### src/rtl/core/i2cms_pkg.sv
// ============================================================================
// I2C master bit sequencer package
// Shared types, command and status codes, phase encoding and sizing constants.
// ============================================================================
package i2cms_pkg;

    localparam int DEF_BUF_DEPTH = 64;
    localparam int SLOT_W        = 6;
    localparam int COUNT_W       = 16;

    typedef enum logic [1:0] {
        CMD_TICK  = 2'd0,
        CMD_LOAD  = 2'd1,
        CMD_WRITE = 2'd2,
        CMD_READ  = 2'd3
    } cmd_t;

    typedef enum logic [1:0] {
        ST_OK        = 2'd0,
        ST_ADDR_NACK = 2'd1,
        ST_DATA_NACK = 2'd2
    } status_t;

    typedef enum logic [4:0] {
        PH_IDLE = 5'd0,
        PH_ST0  = 5'd1,
        PH_ST1  = 5'd2,
        PH_ST2  = 5'd3,
        PH_WB0  = 5'd4,
        PH_WB1  = 5'd5,
        PH_WB2  = 5'd6,
        PH_WA0  = 5'd7,
        PH_WA1  = 5'd8,
        PH_WA2  = 5'd9,
        PH_RB1  = 5'd10,
        PH_RB2  = 5'd11,
        PH_RK0  = 5'd12,
        PH_RK1  = 5'd13,
        PH_RK2  = 5'd14,
        PH_RK3  = 5'd15,
        PH_SP0  = 5'd16,
        PH_SP1  = 5'd17,
        PH_SP2  = 5'd18
    } phase_t;

    typedef struct packed {
        logic               en;
        logic [SLOT_W-1:0]  slot;
        logic [7:0]         data;
    } buf_wr_t;

    typedef struct packed {
        logic       scl;
        logic       sda;
        logic       busy;
        logic       rx_valid;
        logic [7:0] rx_byte;
        logic       done;
        logic [1:0] status;
    } seq_res_t;

endpackage

### src/rtl/core/i2cms_buf.sv
// ============================================================================
// Transmit byte buffer
// Single-port-write, single-read synchronous memory with a registered read,
// plus forwarding of the write made in the previous cycle.
// ============================================================================
module i2cms_buf #(
    parameter int BUF_DEPTH = i2cms_pkg::DEF_BUF_DEPTH
) (
    input  logic                        clk,
    input  logic                        rst_n,
    input  i2cms_pkg::buf_wr_t          wr,
    input  logic [i2cms_pkg::COUNT_W-1:0] rd_index,
    output logic [7:0]                  rd_byte
);
    import i2cms_pkg::*;

    localparam int AW = (BUF_DEPTH > 1) ? $clog2(BUF_DEPTH) : 1;

    logic [7:0]         mem [BUF_DEPTH];
    logic [7:0]         rd_data_reg;
    logic [AW-1:0]      rd_addr_reg;
    logic               fwd_valid_reg;
    logic               fwd_valid_next;
    logic [AW-1:0]      fwd_addr_reg;
    logic [7:0]         fwd_data_reg;
    logic [COUNT_W-1:0] slot_wide;
    logic [AW-1:0]      wr_addr;
    logic [AW-1:0]      rd_addr;

    assign slot_wide      = COUNT_W'(wr.slot);
    assign wr_addr        = slot_wide[AW-1:0];
    assign rd_addr        = rd_index[AW-1:0];
    assign fwd_valid_next = wr.en && (slot_wide < COUNT_W'(BUF_DEPTH));

    always_ff @(posedge clk)
    begin
        if (fwd_valid_next)
        begin
            mem[wr_addr] <= wr.data;
        end
        rd_data_reg  <= mem[rd_addr];
        rd_addr_reg  <= rd_addr;
        fwd_addr_reg <= wr_addr;
        fwd_data_reg <= wr.data;
    end

    always_ff @(posedge clk or negedge rst_n)
    begin
        if (!rst_n)
        begin
            fwd_valid_reg <= 1'b0;
        end
        else
        begin
            fwd_valid_reg <= fwd_valid_next;
        end
    end

    // A write in the previous cycle is not yet visible in the registered read.
    assign rd_byte = (fwd_valid_reg && (fwd_addr_reg == rd_addr_reg)) ? fwd_data_reg
                                                                       : rd_data_reg;

endmodule

### src/rtl/core/i2cms_seq.sv
// ============================================================================
// I2C phase sequencer
// Phase state machine that advances one bus phase per tick request and
// fetches transmit bytes from the buffer memory.
// ============================================================================
module i2cms_seq #(
    parameter int BUF_DEPTH = i2cms_pkg::DEF_BUF_DEPTH
) (
    input  logic                          clk,
    input  logic                          rst_n,
    input  logic                          en,
    input  i2cms_pkg::cmd_t               cmd,
    input  logic [6:0]                    address,
    input  logic [i2cms_pkg::COUNT_W-1:0] byte_count,
    input  logic                          sda_in,
    input  logic [7:0]                    rd_byte,
    output logic [i2cms_pkg::COUNT_W-1:0] rd_index,
    output i2cms_pkg::seq_res_t           res
);
    import i2cms_pkg::*;

    localparam logic [COUNT_W-1:0] DEPTH_C = COUNT_W'(BUF_DEPTH);

    phase_t             phase_reg, phase_next;
    logic [3:0]         bit_cnt_reg, bit_cnt_next, bit_cnt_inc;
    logic [7:0]         shift_reg, shift_next;
    logic [COUNT_W-1:0] byte_idx_reg, byte_idx_next, byte_idx_inc;
    logic [COUNT_W-1:0] total_reg, total_next;
    logic               rmode_reg, rmode_next;
    logic               scl_reg, scl_next;
    logic               sda_reg, sda_next;
    logic [1:0]         status_reg, status_next;
    logic [7:0]         rx_hold_reg, rx_hold_next;
    logic               in_addr_reg, in_addr_next;
    logic               rx_valid;
    logic               done;
    logic [COUNT_W:0]   ack_cmp;
    logic [7:0]         rx_shift;

    assign bit_cnt_inc  = bit_cnt_reg + 4'd1;
    assign byte_idx_inc = byte_idx_reg + COUNT_W'(1);
    assign ack_cmp      = {1'b0, byte_idx_reg} + (COUNT_W+1)'(1);
    assign rx_shift     = {shift_reg[6:0], sda_in};

    always_comb
    begin
        phase_next    = phase_reg;
        bit_cnt_next  = bit_cnt_reg;
        shift_next    = shift_reg;
        byte_idx_next = byte_idx_reg;
        total_next    = total_reg;
        rmode_next    = rmode_reg;
        scl_next      = scl_reg;
        sda_next      = sda_reg;
        status_next   = status_reg;
        rx_hold_next  = rx_hold_reg;
        in_addr_next  = in_addr_reg;
        rx_valid      = 1'b0;
        done          = 1'b0;
        if (cmd == CMD_WRITE || cmd == CMD_READ)
        begin
            if (phase_reg == PH_IDLE)
            begin
                rmode_next = (cmd == CMD_READ);
                if (cmd == CMD_WRITE && byte_count > DEPTH_C)
                begin
                    total_next = DEPTH_C;
                end
                else
                begin
                    total_next = byte_count;
                end
                shift_next    = {address, (cmd == CMD_READ)};
                bit_cnt_next  = 4'd0;
                byte_idx_next = '0;
                status_next   = ST_OK;
                in_addr_next  = 1'b1;
                phase_next    = PH_ST0;
            end
        end
        else if (cmd == CMD_TICK)
        begin
            case (phase_reg)
                PH_IDLE:
                begin
                end
                PH_ST0:
                begin
                    sda_next   = 1'b1;
                    scl_next   = 1'b1;
                    phase_next = PH_ST1;
                end
                PH_ST1:
                begin
                    sda_next   = 1'b0;
                    phase_next = PH_ST2;
                end
                PH_ST2:
                begin
                    scl_next     = 1'b0;
                    bit_cnt_next = 4'd0;
                    phase_next   = PH_WB0;
                end
                PH_WB0:
                begin
                    sda_next   = shift_reg[7];
                    phase_next = PH_WB1;
                end
                PH_WB1:
                begin
                    scl_next   = 1'b1;
                    phase_next = PH_WB2;
                end
                PH_WB2:
                begin
                    scl_next     = 1'b0;
                    shift_next   = {shift_reg[6:0], 1'b0};
                    bit_cnt_next = bit_cnt_inc;
                    phase_next   = (bit_cnt_inc >= 4'd8) ? PH_WA0 : PH_WB0;
                end
                PH_WA0:
                begin
                    sda_next   = 1'b1;
                    phase_next = PH_WA1;
                end
                PH_WA1:
                begin
                    scl_next = 1'b1;
                    if (sda_in)
                    begin
                        status_next = in_addr_reg ? ST_ADDR_NACK : ST_DATA_NACK;
                    end
                    phase_next = PH_WA2;
                end
                PH_WA2:
                begin
                    scl_next = 1'b0;
                    if (status_reg != ST_OK)
                    begin
                        phase_next = PH_SP0;
                    end
                    else if (in_addr_reg && rmode_reg)
                    begin
                        in_addr_next = 1'b0;
                        if (total_reg == '0)
                        begin
                            phase_next = PH_SP0;
                        end
                        else
                        begin
                            bit_cnt_next = 4'd0;
                            shift_next   = 8'd0;
                            phase_next   = PH_RB1;
                        end
                    end
                    else
                    begin
                        in_addr_next = 1'b0;
                        if (byte_idx_reg < total_reg && byte_idx_reg < DEPTH_C)
                        begin
                            shift_next    = rd_byte;
                            byte_idx_next = byte_idx_inc;
                            bit_cnt_next  = 4'd0;
                            phase_next    = PH_WB0;
                        end
                        else
                        begin
                            phase_next = PH_SP0;
                        end
                    end
                end
                PH_RB1:
                begin
                    sda_next     = 1'b1;
                    scl_next     = 1'b1;
                    shift_next   = rx_shift;
                    bit_cnt_next = bit_cnt_inc;
                    if (bit_cnt_inc >= 4'd8)
                    begin
                        rx_valid     = 1'b1;
                        rx_hold_next = rx_shift;
                    end
                    phase_next = PH_RB2;
                end
                PH_RB2:
                begin
                    scl_next   = 1'b0;
                    phase_next = (bit_cnt_reg >= 4'd8) ? PH_RK0 : PH_RB1;
                end
                PH_RK0:
                begin
                    sda_next   = (ack_cmp < {1'b0, total_reg}) ? 1'b0 : 1'b1;
                    phase_next = PH_RK1;
                end
                PH_RK1:
                begin
                    scl_next   = 1'b1;
                    phase_next = PH_RK2;
                end
                PH_RK2:
                begin
                    scl_next   = 1'b0;
                    phase_next = PH_RK3;
                end
                PH_RK3:
                begin
                    sda_next      = 1'b1;
                    byte_idx_next = byte_idx_inc;
                    if (byte_idx_inc < total_reg)
                    begin
                        bit_cnt_next = 4'd0;
                        shift_next   = 8'd0;
                        phase_next   = PH_RB1;
                    end
                    else
                    begin
                        phase_next = PH_SP0;
                    end
                end
                PH_SP0:
                begin
                    sda_next   = 1'b0;
                    phase_next = PH_SP1;
                end
                PH_SP1:
                begin
                    scl_next   = 1'b1;
                    phase_next = PH_SP2;
                end
                PH_SP2:
                begin
                    sda_next   = 1'b1;
                    done       = 1'b1;
                    phase_next = PH_IDLE;
                end
                default:
                begin
                    phase_next = PH_IDLE;
                end
            endcase
        end
    end

    always_ff @(posedge clk or negedge rst_n)
    begin
        if (!rst_n)
        begin
            phase_reg    <= PH_IDLE;
            bit_cnt_reg  <= 4'd0;
            shift_reg    <= 8'd0;
            byte_idx_reg <= '0;
            total_reg    <= '0;
            rmode_reg    <= 1'b0;
            scl_reg      <= 1'b1;
            sda_reg      <= 1'b1;
            status_reg   <= ST_OK;
            rx_hold_reg  <= 8'd0;
            in_addr_reg  <= 1'b0;
        end
        else if (en)
        begin
            phase_reg    <= phase_next;
            bit_cnt_reg  <= bit_cnt_next;
            shift_reg    <= shift_next;
            byte_idx_reg <= byte_idx_next;
            total_reg    <= total_next;
            rmode_reg    <= rmode_next;
            scl_reg      <= scl_next;
            sda_reg      <= sda_next;
            status_reg   <= status_next;
            rx_hold_reg  <= rx_hold_next;
            in_addr_reg  <= in_addr_next;
        end
    end

    // The buffer is read every cycle at the index that will be current next cycle.
    assign rd_index = en ? byte_idx_next : byte_idx_reg;

    assign res.scl      = scl_next;
    assign res.sda      = sda_next;
    assign res.busy     = (phase_next != PH_IDLE);
    assign res.rx_valid = rx_valid;
    assign res.rx_byte  = rx_hold_next;
    assign res.done     = done;
    assign res.status   = status_next;

endmodule

### src/rtl/core/i2c_master_bit_sequencer_top.sv
// ============================================================================
// I2C master bit sequencer
// Output: the result of each accepted request is registered in the output register.
// Throughput: one request per cycle while m_tready does not stall the output; the buffer
// memory read and its forwarding path keep up with back-to-back ticks.
// Reset: asynchronous, active low; lines released high, sequencer idle, status 0.
// ============================================================================
module i2c_master_bit_sequencer_top #(
    parameter int BUF_DEPTH = i2cms_pkg::DEF_BUF_DEPTH
) (
    input  logic        clk,
    input  logic        rst_n,
    input  logic        s_tvalid,
    output logic        s_tready,
    // address[6:0], byte_count[22:7], buf_index[28:23], data_byte[36:29],
    // sda_in[37], zero fill [39:38]
    input  logic [39:0] s_tdata,
    // cmd[1:0]
    input  logic [1:0]  s_tuser,
    output logic        m_tvalid,
    input  logic        m_tready,
    // scl_out[0], sda_out[1], busy_res[2], rx_valid[3], rx_byte[11:4],
    // done_res[12], status[14:13], zero fill [15]
    output logic [15:0] m_tdata
);
    import i2cms_pkg::*;

    logic                 accept;
    cmd_t                 cmd;
    buf_wr_t              wr;
    logic [COUNT_W-1:0]   rd_index;
    logic [7:0]           rd_byte;
    seq_res_t             res;
    logic                 m_valid_reg;
    logic [15:0]          m_data_reg;

    assign s_tready = !m_valid_reg || m_tready;
    assign accept   = s_tvalid && s_tready;
    assign cmd      = cmd_t'(s_tuser);

    assign wr.en   = accept && (cmd == CMD_LOAD);
    assign wr.slot = s_tdata[28:23];
    assign wr.data = s_tdata[36:29];

    i2cms_buf #(
        .BUF_DEPTH (BUF_DEPTH)
    ) u_buf (
        .clk      (clk),
        .rst_n    (rst_n),
        .wr       (wr),
        .rd_index (rd_index),
        .rd_byte  (rd_byte)
    );

    i2cms_seq #(
        .BUF_DEPTH (BUF_DEPTH)
    ) u_seq (
        .clk        (clk),
        .rst_n      (rst_n),
        .en         (accept),
        .cmd        (cmd),
        .address    (s_tdata[6:0]),
        .byte_count (s_tdata[22:7]),
        .sda_in     (s_tdata[37]),
        .rd_byte    (rd_byte),
        .rd_index   (rd_index),
        .res        (res)
    );

    always_ff @(posedge clk or negedge rst_n)
    begin
        if (!rst_n)
        begin
            m_valid_reg <= 1'b0;
        end
        else if (s_tready)
        begin
            m_valid_reg <= s_tvalid;
        end
    end

    always_ff @(posedge clk)
    begin
        if (accept)
        begin
            m_data_reg <= {1'b0, res.status, res.done, res.rx_byte, res.rx_valid,
                           res.busy, res.sda, res.scl};
        end
    end

    assign m_tvalid = m_valid_reg;
    assign m_tdata  = m_data_reg;

endmodule
### config.mk
export PLATFORM = sky130hd
export DESIGN_NAME = i2c_master_bit_sequencer_top
export DESIGN_NICKNAME = d
export VERILOG_FILES = /design/src/rtl/core/i2cms_pkg.sv /design/src/rtl/core/i2cms_buf.sv /design/src/rtl/core/i2cms_seq.sv /design/src/rtl/core/i2c_master_bit_sequencer_top.sv
export SDC_FILE = /design/constraint.sdc
export NUM_CORES = 1
export LEC_CHECK = 0
export ABC_AREA = 1
export BUFFER_PORTS_ARGS = -buffer_cell sky130_fd_sc_hd__buf_2
export CORE_UTILIZATION = 57
export CTS_CLUSTER_DIAMETER = 200
export DETAILED_ROUTE_END_ITERATION = 6
export HOLD_SLACK_MARGIN = 0.02
export PLACE_DENSITY = 0.79
export SLEW_MARGIN = 5
export SYNTH_ARGS = -nofsm -noshare
export SYNTH_HDL_FRONTEND = slang
export SYNTH_SLANG_ARGS = --single-unit
### constraint.sdc
create_clock -name clk -period 3.94 [get_ports clk]
set_clock_uncertainty 0.2 [all_clocks]
set_input_delay 0.788 -clock clk [delete_from_list [all_inputs] [get_ports clk]]
set_output_delay 0.788 -clock clk [all_outputs]
set_load 0.05 [all_outputs]
==> flow_summary_export.csv <==
group,metric,value,unit
cells_and_area,final_common_cell,"nand2_1",
worst_setup_path,worstPathArrival,4.12,ns
clocking,ctsLongestPathBuffers,3,
cells_and_area,largest_reg_flops,512,
sta,slew-limit-headroom,43.8,%
cells_and_area,drive_gt1_share,13.1,%
worst_hold_path,hold_path_class,"in2reg",
global_routing,grt_max_degree,143,
placement,io_buffers,60,
clocking,path_clk_slew,0.07,ns
die,num_rows,80,
power_and_ir_drop,p_total,20100,µW
power_and_ir_drop,p_leak,0.0132,µW
synthesis,synth.top_cell.area_share,56.5,%
synthesis,synth-seq-cells,620,
cells_and_area,areaGrowthSynthToFinish,14.9,%
clocking,cts_hold_buf,0,
clocking,clockRootBuffer,"clkbuf_16",
clocking,insertion_delay,0.64,ns
clocking,cts_max_level,2,
placement,gp_congestion,0.909,
worst_setup_path,cp_max_fo,4,
sta,finalMaxSlewViolations,0,
synthesis,synth.distinct_cells,53,
status,status,"complete, but fails checks",
power_and_ir_drop,ir_drop,400,µV
synthesis,synth-xor-area-share,0.407,%
synthesis,avgSynthCellArea,10.1,µm²
synthesis,synth_ff_type,"edfxtp_1",
detailed_routing,vias,21500,
synthesis,synth_compound_area_share,3.37,%
placement,hpwl,43300,µm
detailed_routing,wirelength,73700,µm
worst_setup_path,crit_type,"reg2reg",
detailed_routing,drtPass1Iterations,6,
cells_and_area,final_cell_mix,"nand2_1 (728), nand3_1 (575), edfxtp_1 (527)",
cells_and_area,fin_cells,3630,
sta,rsz0062_at_grt,"true",
synthesis,syn_area,28000,µm²
global_routing,grt_first_pass_wirelength,111000,µm
die,die_area,50000,µm²
sta,holdWs,0.0955,ns
power_and_ir_drop,power.density,624,nW/µm²
synthesis,ys_seq_area_share,64.3,%
run,max-cap-violations,0,
cells_and_area,fillers,3495,
clocking,cts_buffers,59,
die,die_h,224,µm
detailed_routing,via_per_inst,5.92,
placement,pre_cts_ws,-0.248,ns
worst_hold_path,hold_depth,1,
synthesis,yosysTopAreaCell,"edfxtp_1",
status,violations,"setup timing",
cells_and_area,nNetsFinal,3007,
clocking,clkSinkCount,620,
global_routing,grt_overflow,0,
synthesis,synthTopCellsByArea,"edfxtp_1 (57%), nand3_1 (11%), nand2_1 (9.8%), dfrtp_1 (5.6%), inv_1 (3.4%)",
global_routing,grt.total_usage,28.6,%
sta,finalSetupViolations,1,
detailed_routing,antenna_left,0,
synthesis,syn-num-nets,2861,
die,fp.dieW,224,µm
detailed_routing,wl_per_cell,20.3,µm
die,ios,64,
worst_setup_path,required,4.12,ns
sta,finalCriticalPeriod,3.95,ns
synthesis,synth_warnings,0,
die,initial_core_util,58.2,%
synthesis,yosys.area_share.simple,24.3,%
synthesis,synthAdderAreaFrac,1.47,%
cells_and_area,regArea,18000,µm²
global_routing,antenna_found_initial,2,
sta,finalHoldViolations,0,
worst_setup_path,rr_worst_depth,25,
synthesis,async_reset_ff_share,10.5,%
sta,fin_tns_setup,-0.00608,ns
sta,worst_pin_slew,0.843,ns
synthesis,synth_edf_count,527,
sta,finalCritPeriodShare,100,%
synthesis,synth.area.mux_share,0,%
global_routing,grt_pass1_vias,20700,
sta,fin_ws,-0.00608,ns
die,coreArea,48100,µm²
clocking,cts_tree,"yes",
synthesis,syn_inst,2782,
synthesis,synth_top_family_by_area,"simple AND/OR/NAND/NOR gates",
worst_setup_path,worstSetupStartpointType,"flip-flop",
worst_setup_path,end_kind,"flip-flop",
cells_and_area,multi_input_area,8540,µm²
detailed_routing,drcViolationCount,0,
placement,dp.cells,3504,
detailed_routing,drt-initial-drc-count,2873,
sta,clock.fmax,253,MHz
[per-stage QoR]
stage	utilization (%)	cell area [µm²]
6_report	66.8	32200
3_5_place_dp	61.9	29800
4_1_cts	65.9	31700
2_1_floorplan	-	28000
3_3_place_gp	61.9	29800
5_1_grt	66.8	32200
[path summary, 6_finish.rpt]
check                                                 from                            endpoint  slack, ns
setup / recovery           u_seq.byte_idx_reg[0]$_DFF_PN0_                m_tdata[2]$_DFFE_PP_     -0.006
hold / removal                                 s_tdata[23]       u_buf.fwd_addr_reg[0]$_DFF_P_        0.1
setup reg to reg           u_seq.byte_idx_reg[0]$_DFF_PN0_                m_tdata[2]$_DFFE_PP_     -0.006
hold reg to reg                  u_seq.scl_reg$_DFFE_PN1P_           u_seq.scl_reg$_DFFE_PN1P_       0.27
max in group asynchronous                            rst_n    u_seq.rx_hold_reg[4]$_DFFE_PN0P_       2.83
min in group asynchronous                            rst_n  u_seq.byte_idx_reg[10]$_DFFE_PN0P_       0.16
[power by group]
group	internal, µW	switching [µW]
Combinational	2170	4650
Sequential	7510	229
Clock	3080	2450
Total	12800	7330
[critical path, cell delays in order (launching register included)]
cell      delay (ns)
dfrtp_1         0.38
buf_6           0.13
ha_4            0.13
nand2_2         0.05
nor2_1          0.09
inv_1           0.06
nor2_1          0.09
inv_1           0.07
nor2_2          0.10
inv_1           0.06
nor3_2          0.18
nand2_1         0.11
nor4_1          0.28
buf_4           0.17
nand3_2         0.06
xor2_1          0.17
inv_1           0.10
ha_4            0.27
nand4_1         0.14
o221ai_4        0.29
or2_4           0.19
nand3_2         0.07
nand2_2         0.09
nand3_2         0.06
nor2_1          0.10
nand2_1         0.08
[kinds of logic (layout without fill, tap and decap cells)]
| kind of cell | Yosys count | after routing |
|---|---|---|
| and+or+nand+nor | 1541 | 1544 |
| adders and majority gates | 33 | 33 |
| other | 1 | 3 |
| buffers and inverters | 414 | 601 |
| xor gates and xnor gates | 13 | 13 |
| AOI/OAI and AO/OA | 160 | 160 |
| DFF | 620 | 620 |
[cell type report]
| class | instances | area share, % |
|---|---|---|
| antenna | 2 | 0.0156 |
| clock buffer | 76 | 5.14 |
| clock inverter | 29 | 0.711 |
| inverter | 266 | 3.12 |
| multi-input combinational | 1751 | 26.6 |
| sequential | 620 | 56.0 |
| tap | 656 | 2.55 |
| timing repair buffer | 230 | 5.93 |
[cells in the mapped netlist, types with 2 or more instances]
library cell	instances
nand2_1	733
nand3_1	588
edfxtp_1	527
inv_1	254
nor2_1	138
buf_2	87
o21ai_0	79
dfrtp_1	63
clkbuf_1	44
ha_1	33
nand3b_1	32
a21oi_1	31
dfxtp_1	28
o22ai_1	18
nor3_1	15
buf_4	13
xor2_1	12
o221ai_1	11
inv_2	10
nand4_1	8
nor4_1	7
nor2_2	5
a31oi_1	4
buf_1	3
a211oi_1	2
a22oi_2	2
and3_1	2
clkinv_1	2
dfstp_2	2
nand2_2	2
nand2_4	2
nand3_2	2
nor2_4	2
o21ai_1	2
[layer usage]
metal  track usage [%]  part of all wire, %
met1              38.0                   38
met4              12.2                  3.5
met3              4.89                   10
met5                 0                0.016
met2              46.7                   48
[timing repair]
item                       in CTS  in global routing
gates cloned                    0                  8
gates resized for setup         6                 51
setup endpoints to repair      13                 25
pin swaps                       1                  9
setup buffers                   0                 11
No activity file was read; power rests on OpenSTA's default activity.
